==> src/design/baro_sensor_compensation_unit_defines.svh <==
// Assertion macros shared by the barometer compensation unit's RTL files.
// Each file that asserts includes this header; it depends on nothing else.
// A design that uses them must have signals named clk and arst_n in scope.
`ifndef BARO_SENSOR_COMPENSATION_UNIT_DEFINES_SVH
`define BARO_SENSOR_COMPENSATION_UNIT_DEFINES_SVH

`ifndef NO_ASSERTIONS
`define BSC_ASSERT_IMP(label, ante, cons, msg) \
	label: assert property (@(posedge clk) disable iff (!arst_n) (ante) |-> (cons)) \
		else $error(msg);
`define BSC_ASSERT_NXT(label, ante, cons, msg) \
	label: assert property (@(posedge clk) disable iff (!arst_n) (ante) |=> (cons)) \
		else $error(msg);
`else
`define BSC_ASSERT_IMP(label, ante, cons, msg)
`define BSC_ASSERT_NXT(label, ante, cons, msg)
`endif

`endif

==> src/design/bsc_pkg.sv <==
// Package of the barometer compensation unit: widths, register indexes, reset values,
// sequencer step codes, the controller/datapath structs and small arithmetic helpers.
// It depends on nothing.
package bsc_pkg;

	localparam int RAW_W     = 19;
	localparam int VAL_W     = 32;
	localparam int CFG_W     = 32;
	localparam int CFG_IDX_W = 3;
	localparam int OSS_W     = 2;
	localparam int DW        = 64;
	localparam int MUL_AW    = 50;
	localparam int MUL_BW    = 33;
	localparam int MUL_SPLIT = 25;
	localparam int DIV_W     = 62;
	localparam int DIV_CNT_W = $clog2(DIV_W);
	localparam int STEP_W    = 4;

	localparam logic [CFG_IDX_W-1:0] REG_AC1_AC2 = 3'd0;
	localparam logic [CFG_IDX_W-1:0] REG_AC3_AC4 = 3'd1;
	localparam logic [CFG_IDX_W-1:0] REG_AC5_AC6 = 3'd2;
	localparam logic [CFG_IDX_W-1:0] REG_B1_B2   = 3'd3;
	localparam logic [CFG_IDX_W-1:0] REG_MC_MD   = 3'd4;
	localparam logic [CFG_IDX_W-1:0] REG_OSS     = 3'd5;

	localparam logic [CFG_W-1:0] RST_AC1_AC2 = 32'd540080980;
	localparam logic [CFG_W-1:0] RST_AC3_AC4 = 32'd3331031184;
	localparam logic [CFG_W-1:0] RST_AC5_AC6 = 32'd1635729511;
	localparam logic [CFG_W-1:0] RST_B1_B2   = 32'd426967088;
	localparam logic [CFG_W-1:0] RST_MC_MD   = 32'd3522562845;
	localparam logic [OSS_W-1:0] RST_OSS     = 2'd0;

	localparam logic [STEP_W-1:0] STEP_T_X1  = 4'd0;
	localparam logic [STEP_W-1:0] STEP_T_B5  = 4'd1;
	localparam logic [STEP_W-1:0] STEP_P_SQ  = 4'd2;
	localparam logic [STEP_W-1:0] STEP_P_X1A = 4'd3;
	localparam logic [STEP_W-1:0] STEP_P_B3  = 4'd4;
	localparam logic [STEP_W-1:0] STEP_P_X1B = 4'd5;
	localparam logic [STEP_W-1:0] STEP_P_X3  = 4'd6;
	localparam logic [STEP_W-1:0] STEP_P_B4  = 4'd7;
	localparam logic [STEP_W-1:0] STEP_P_B7  = 4'd8;
	localparam logic [STEP_W-1:0] STEP_P_DIV = 4'd9;
	localparam logic [STEP_W-1:0] STEP_P_QQ  = 4'd10;
	localparam logic [STEP_W-1:0] STEP_P_TH  = 4'd11;
	localparam logic [STEP_W-1:0] STEP_P_TL  = 4'd12;
	localparam logic [STEP_W-1:0] STEP_P_FIN = 4'd13;

	localparam logic signed [DW-1:0] VAL_MAX_W = 64'sd2147483647;
	localparam logic signed [DW-1:0] VAL_NMX_W = -64'sd2147483647;
	localparam logic signed [DW-1:0] VAL_MIN_W = -64'sd2147483648;

	typedef struct packed {
		logic signed [15:0] ac1;
		logic signed [15:0] ac2;
		logic signed [15:0] ac3;
		logic [15:0]        ac4;
		logic [15:0]        ac5;
		logic [15:0]        ac6;
		logic signed [15:0] b1;
		logic signed [15:0] b2;
		logic signed [15:0] mc;
		logic signed [15:0] md;
		logic [OSS_W-1:0]   oss;
	} cal_t;

	typedef struct packed {
		logic              accept;
		logic              mul_lo;
		logic              mul_hi;
		logic              div_start;
		logic              wb;
		logic              out_load;
		logic [STEP_W-1:0] step;
	} dp_cmd_t;

	typedef struct packed {
		logic fin;
		logic div_done;
	} dp_stat_t;

	function automatic logic signed [DW-1:0] tdiv_pow2(input logic signed [DW-1:0] x,
		input logic [5:0] k);
		logic signed [DW-1:0] bias;
		bias = x[DW-1] ? ((64'sd1 <<< k) - 64'sd1) : 64'sd0;
		return (x + bias) >>> k;
	endfunction

	function automatic logic [VAL_W-1:0] sat32(input logic signed [DW-1:0] x);
		if (x > VAL_MAX_W)
			return VAL_MAX_W[VAL_W-1:0];
		if (x < VAL_MIN_W)
			return VAL_MIN_W[VAL_W-1:0];
		return x[VAL_W-1:0];
	endfunction

	function automatic logic [15:0] press_factor(input logic [OSS_W-1:0] oss);
		case (oss)
			2'd0:    return 16'd50000;
			2'd1:    return 16'd25000;
			2'd2:    return 16'd12500;
			default: return 16'd6250;
		endcase
	endfunction

	function automatic logic is_div_step(input logic [STEP_W-1:0] step);
		return (step == STEP_T_B5) || (step == STEP_P_DIV);
	endfunction

endpackage

==> src/design/bsc_ctrl.sv <==
// Controller of the compensation unit: input and output handshakes and the step sequencer
// that drives the datapath. Depends on bsc_pkg and the assertion macros.
`include "baro_sensor_compensation_unit_defines.svh"

module bsc_ctrl (
	input  logic              clk,
	input  logic              arst_n,
	input  logic              in_valid,
	output logic              in_ready,
	input  logic              cmd,
	output logic              out_valid,
	input  logic              out_ready,
	output bsc_pkg::dp_cmd_t  dp_cmd,
	input  bsc_pkg::dp_stat_t stat
);
	import bsc_pkg::*;

	localparam logic [2:0] ST_IDLE    = 3'd0;
	localparam logic [2:0] ST_MUL_LO  = 3'd1;
	localparam logic [2:0] ST_MUL_HI  = 3'd2;
	localparam logic [2:0] ST_DIV_GO  = 3'd3;
	localparam logic [2:0] ST_DIV_RUN = 3'd4;
	localparam logic [2:0] ST_WB      = 3'd5;
	localparam logic [2:0] ST_OUT     = 3'd6;

	logic [2:0]        state_q;
	logic [STEP_W-1:0] step_q;
	logic              out_valid_q;
	logic [STEP_W-1:0] first_step;
	logic [STEP_W-1:0] step_nxt;
	logic              out_free;

	assign first_step = cmd ? STEP_P_SQ : STEP_T_X1;
	assign step_nxt   = step_q + STEP_W'(1);
	assign out_free   = !out_valid_q || out_ready;

	always_ff @(posedge clk or negedge arst_n) begin
		if (!arst_n) begin
			state_q     <= ST_IDLE;
			step_q      <= '0;
			out_valid_q <= 1'b0;
		end else begin
			if (dp_cmd.out_load)
				out_valid_q <= 1'b1;
			else if (out_ready)
				out_valid_q <= 1'b0;
			unique case (state_q)
				ST_IDLE: begin
					if (in_valid) begin
						step_q  <= first_step;
						state_q <= is_div_step(first_step) ? ST_DIV_GO : ST_MUL_LO;
					end
				end
				ST_MUL_LO:  state_q <= ST_MUL_HI;
				ST_MUL_HI:  state_q <= ST_WB;
				ST_DIV_GO:  state_q <= ST_DIV_RUN;
				ST_DIV_RUN: begin
					if (stat.div_done)
						state_q <= ST_WB;
				end
				ST_WB: begin
					if (stat.fin) begin
						state_q <= ST_OUT;
					end else begin
						step_q  <= step_nxt;
						state_q <= is_div_step(step_nxt) ? ST_DIV_GO : ST_MUL_LO;
					end
				end
				ST_OUT: begin
					if (out_free)
						state_q <= ST_IDLE;
				end
				default: state_q <= ST_IDLE;
			endcase
		end
	end

	assign in_ready         = (state_q == ST_IDLE);
	assign out_valid        = out_valid_q;
	assign dp_cmd.accept    = (state_q == ST_IDLE) && in_valid;
	assign dp_cmd.mul_lo    = (state_q == ST_MUL_LO);
	assign dp_cmd.mul_hi    = (state_q == ST_MUL_HI);
	assign dp_cmd.div_start = (state_q == ST_DIV_GO);
	assign dp_cmd.wb        = (state_q == ST_WB);
	assign dp_cmd.out_load  = (state_q == ST_OUT) && out_free;
	assign dp_cmd.step      = step_q;

	`BSC_ASSERT_IMP(a_load_free, dp_cmd.out_load, !out_valid_q || out_ready, "result overwritten")
	`BSC_ASSERT_IMP(a_done_run, stat.div_done, state_q == ST_DIV_RUN, "stray divider done")
	`BSC_ASSERT_NXT(a_busy_after, dp_cmd.accept, !in_ready, "second transaction taken early")

endmodule

==> config.mk <==
export PLATFORM = sky130hd
export DESIGN_NAME = bsc_ctrl
export DESIGN_NICKNAME = d
export VERILOG_FILES = /design/src/design/bsc_pkg.sv /design/src/design/bsc_ctrl.sv
export VERILOG_INCLUDE_DIRS = /design/src /design/src/design
export SDC_FILE = /design/constraint.sdc
export NUM_CORES = 1
export LEC_CHECK = 0
export BUFFER_PORTS_ARGS = -buffer_cell sky130_fd_sc_hd__clkbuf_2
export CORE_AREA = 2 2 39 41
export DETAILED_ROUTE_END_ITERATION = 7
export DIE_AREA = 0 0 41 43
export GPL_TIMING_DRIVEN = 0
export PLACE_DENSITY = 0.66
export SLEW_MARGIN = 15
export SYNTH_ARGS = -nofsm -noshare
export SYNTH_HDL_FRONTEND = slang
export SYNTH_SLANG_ARGS = --single-unit
==> constraint.sdc <==
create_clock -name clk -period 1.74 [get_ports clk]
set_input_delay 0.087 -clock clk [delete_from_list [all_inputs] [get_ports clk]]
set_output_delay 0.087 -clock clk [all_outputs]
set_load 0.05 [all_outputs]
Word level (Yosys, flattened, before mapping)
Index checks and enable logic that the tools add are counted.
- bits in registers: 8
- bits of input ports: 7
- word-level logic and storage cells: 42
- add/sub/neg operators: 1
- equal/unequal tests: 14
- multiplexer cells: 13
- reductions and logical operators: 11
- operators by type and width (operator ; number):
    $pmux 3 s7 ; 1
    $mux 3 ; 4
    $eq 3x3->1 const B ; 3
    $mux 4 ; 2
    $ne 2x2->1 const B ; 4
    $pmux 4 s2 ; 1
    $eq 3x2->1 const B ; 2
    $mux 2 ; 3
    $reduce_and 3->1 ; 2
    $add 4x1->4 const B ; 1
    $eq 2x4->1 const B ; 1
    $eq 4x1->1 const B ; 1
    $eq 4x4->1 const B ; 1
    $reduce_bool 2->1 ; 2
    $eq 3x1->1 const B ; 1
    $logic_not 3->1 ; 1
    $logic_or 1x1->1 ; 3
    $eq 2x1->1 const B ; 1
    $logic_and 1x1->1 ; 2
    $mux 1 ; 2
    $logic_not 1->1 ; 1

Logic depth before layout (Yosys ltp)
- word-level depth: 6
- depth in mapped cells: 4

Least setup slack after synthesis
Ideal clock, no wire load.
- path kind: reg2out
- start: register state_q[1]
- end: output dp_cmd[7] in the netlist's numbering
- data arrival time: 1.822 ns
- required time: 1.653 ns
- path slack: -0.169 ns
- stages on the path, launching flop included: 3
- path buffers: 1
- cell sequence: dfrtp_1 > clkbuf_1 > nor3b_1
- RTL lines (element ; line ; text):
    from (decl) ; bsc_ctrl.sv:26 ; logic [2:0] state_q;
    from (signal assigned) ; bsc_ctrl.sv:51 ; state_q <= is_div_step(first_step) ? ST_DIV_GO : ST_MUL_LO;
    from (signal assigned) ; bsc_ctrl.sv:66 ; state_q <= is_div_step(step_nxt) ? ST_DIV_GO : ST_MUL_LO;
    to (decl) ; bsc_ctrl.sv:13 ; output bsc_pkg::dp_cmd_t dp_cmd,

==> results.md <==
* Status: finished clean
* Syn Nets at 64
* Register area share after synthesis at roughly two fifths
* CTS sink cnt at 8
* Initial antenna violation count at 0
* Endpoint, Worst Hold: state_q[0]$_DFFE_PN0P_
* # rows at 14
* Synth warn at 0
* Finish-stage setup viols at 0
* Syn avg cell area at about 9.5 um2
* Cells after synthesis at 55
* Worst setup EP type: primary output
* Hold Startpoint: in_valid
* Deepest clock path buffer count at 2
* Reg2reg setup slack at between 200 and 250 ps
* Worst slew pin tran at about 430 ps
* Worst Hold Depth at 3
* DR WL/cell at 11.5 um
* CTS tree: yes
* Hold WC Path Type: in -> reg
* Post-synth EDFFs at 0
* Max-cap violations at 0
* Cell family with most CP delay: simple AND/OR/NAND/NOR gates
* Crit Path Category: reg -> out
* Worst Skew at just over 10 ps
* I/O pin cnt at 19
* Synth unique cells at 26
* Fmax at around 630 MHz
* RSZ-0062 raised after global routing: false
* Die ar. at between 1500 and 2000 um2
* Synth Register Bits at 8
* Critical Path Source Type: flop
* DRT iter0 DRCs at 2
* Reg2reg start: state_q[0]$_DFFE_PN0P_
* Mapped Area at around 520 um2
* Gp weighted congestion at between 0.6 and 0.7
* Design Area, Final at ~690 um2
* Die Wd at 41 um
* Critical Path, Cell by Cell: nor4b_4 > clkbuf_2
* DRC viols at 0
* Final Non-Filler Cells at 93
* Slew HR at roughly 70%
* Worst-path clk slew at 60 ps
* Worst EP arrival at roughly 1500 ps
* CP peak stage delay at about 470 ps
* Drt total wl at 1070 um
* GRT Residual Overflow at 0
* P per Cell Area at just under 2000 nW/um2
* Area after DPL at between 600 and 700 um2
* Total Routing Usage GR at about 15%
* Setup TNS at 0 ps
* R2R depth at 4
* Setup bufs post-CTS at 0
* Synth async-reset ratio at 100%
* Area growth syn-to-layout at 31.7%
* Clk Latency, worst-skew pair at 260 ps
* HPWL Detailed at about 830 um
* Number of global-route vias before repair at around 410
* CP Buf/Inv Count at 1
* CP required at between 1500 and 2000 ps
* CP max stage cell: nor4b_4
* Vias per Instance at roughly 5.0
* Final total power at approximately 0.0013 W
* Maximum vdd drop at approximately 0.8 mV
* Worst R2R End: step_q[3]$_DFFE_PN0P_
* Leak at between 0.3 and 0.4 nW
* CTS Buf Count at 3
* Largest net degree at the start of global routing at 11
* Fin. Hold Viols at 0
* Layout cell share with drive strength beyond 1 at about two fifths
* Router iterations before antenna repair at 4
* Crit Path Max Fanout at 7
* Nets at 88
* Pins Over Slew Limit at 0
* Routed vias at 465
* Time the worst path needs with I/O delays and setup at roughly 1600 ps
* ANT cells at 0
* ANT nets after route at 0
* Port Buf Inserts at 18
* Core area at around 1400 um2
* Max H-tree Level at 1
* First-pass GRT wire length at ~1800 um
* Clk root buf: clkbuf_4
* Main synth FF type: dfrtp_1
* Die H at 43 um
* Initial Utilization at 37.6%
* Placed cells at 89
* Final period utilization at between 90% and 100%
## cell type report
class,count,area (um2)
Tap cell,16,20.0
Sequential cell,8,200
Buffer,3,17.5
Fill cell,151,698
Timing Repair Buffer,19,100
Inverter,4,15.0
Clock buffer,3,22.5
Multi-Input combinational cell,40,310
## worst reg2reg max path, cell delays in order, from the launching register on
cell,delay (ps)
dfrtp_1,400
buf_4,180
and4bb_2,270
o2111ai_2,220
mux2_4,310
## how the worst max path moves through the flow
stage               cells after the start                    end  slack (ps)              startpoint
CTS                                     4              dp_cmd[4]          30  state_q[1]$_DFFE_PN0P_
global placement                        4  step_q[3]$_DFFE_PN0P_         250  state_q[0]$_DFFE_PN0P_
global route                            4              dp_cmd[4]          40  state_q[2]$_DFFE_PN0P_
finish                                  2              dp_cmd[9]         160  state_q[0]$_DFFE_PN0P_
detailed placement                      4              dp_cmd[4]         230  state_q[2]$_DFFE_PN0P_
floorplan                               3  step_q[3]$_DFFE_PN0P_         -80  state_q[2]$_DFFE_PN0P_
## kinds of logic (layout without fill, tap and decap cells)
logic type | after synthesis | count (layout) | synth area share (%)
AND/OR/NAND/NOR | 24 | 24 | 30.3
AO/OA/AOI/OAI | 10 | 10 | 13.0
flip-flops | 8 | 8 | 38.5
buffers and inverters | 7 | 29 | 5.77
multiplexers | 3 | 3 | 6.01
adder cells (fa/ha/maj) | 2 | 2 | 4.81
XOR/XNOR | 1 | 1 | 1.68
## metal layers
metal | vias to the layer above | part of all wire, % | track usage [%]
met2 | 16 | 45 | 22.2
met3 | 3 | 5.6 | 3.14
met5 | - | 0 | 0
met4 | 0 | 2.2 | 8.00
met1 | 210 | 47 | 19.4
li1 | 236 | - | -
## Yosys cell counts (2+ instances only)
master / instances / share of area (%)
clkbuf_1: 2 / 1.4
o21ai_0: 2 / 1.9
nor2_1: 4 / 2.9
nand3b_1: 2 / 2.9
mux2i_1: 2 / 3.8
nor2b_1: 2 / 2.4
nor3_1: 2 / 1.9
ha_1: 2 / 4.8
nand2_1: 4 / 2.9
nor3b_1: 2 / 2.9
o22ai_1: 2 / 2.4
inv_1: 4 / 2.9
a21oi_1: 2 / 1.9
dfrtp_1: 8 / 38
nand2b_1: 4 / 4.8
## power by group
part	total [W]	leakage, nW	internal [W]	switching [W]
logic	0.000847	0.241	0.000261	0.000586
registers	0.000330	0.104	0.000252	0.0000777
clock network	0.000139	0.0138	0.0000787	0.0000607
## placed cells by master, fill, tap and decap left out
| master | Yosys | final |
|---|---|---|
| mux2i_1 | 2 | 2 |
| a31o_2 | 1 | 1 |
| nor3_1 | 2 | 1 |
| mux2_4 | 0 | 1 |
| nor4b_4 | 1 | 1 |
| o32ai_1 | 1 | 1 |
| o21ai_0 | 2 | 2 |
| o22ai_1 | 2 | 2 |
| a22o_1 | 1 | 1 |
| clkbuf_4 | 0 | 3 |
| xnor2_1 | 1 | 1 |
| nor2_1 | 4 | 4 |
| nor3b_2 | 0 | 1 |
| a21oi_1 | 2 | 2 |
| nand2b_1 | 4 | 4 |
| o2111ai_2 | 0 | 1 |
| nor2b_1 | 2 | 2 |
| clkbuf_2 | 0 | 20 |
| and2b_1 | 1 | 1 |
| nor3_2 | 0 | 1 |
| buf_4 | 1 | 1 |
| nand2_1 | 4 | 4 |
| nor3b_1 | 2 | 1 |
| ha_1 | 2 | 2 |
| dfrtp_1 | 8 | 8 |
| nand3b_1 | 2 | 2 |
| and4bb_2 | 1 | 1 |
| or2_2 | 1 | 1 |
| dlygate4sd3_1 | 0 | 1 |
| inv_1 | 4 | 4 |
## repair_timing
item / CTS / global route
setup endpoints to repair: 1 / 1
hold buffers: 1 / 0
resized for setup: 1 / 2
endpoints found under the hold margin: 8 / 0
## through the flow
step | worst slack [ps] | hold slack, ps | utilization (%)
final | 164 | 130 | 49.5
after global routing | 41.2 | 174 | 49.5
after CTS | 33.1 | 123 | 49.5
after detailed placement | 231 | -53.3 | 47.0
after global placement | 250 | -54.0 | 47.0
after floorplan | -83.0 | -209 | -
## sequential cells by signal, summed over array words and instances (netlist names)
name,cells
out_valid,1
state_q,3
step_q,4
No activity file was read; power rests on OpenSTA's default activity.
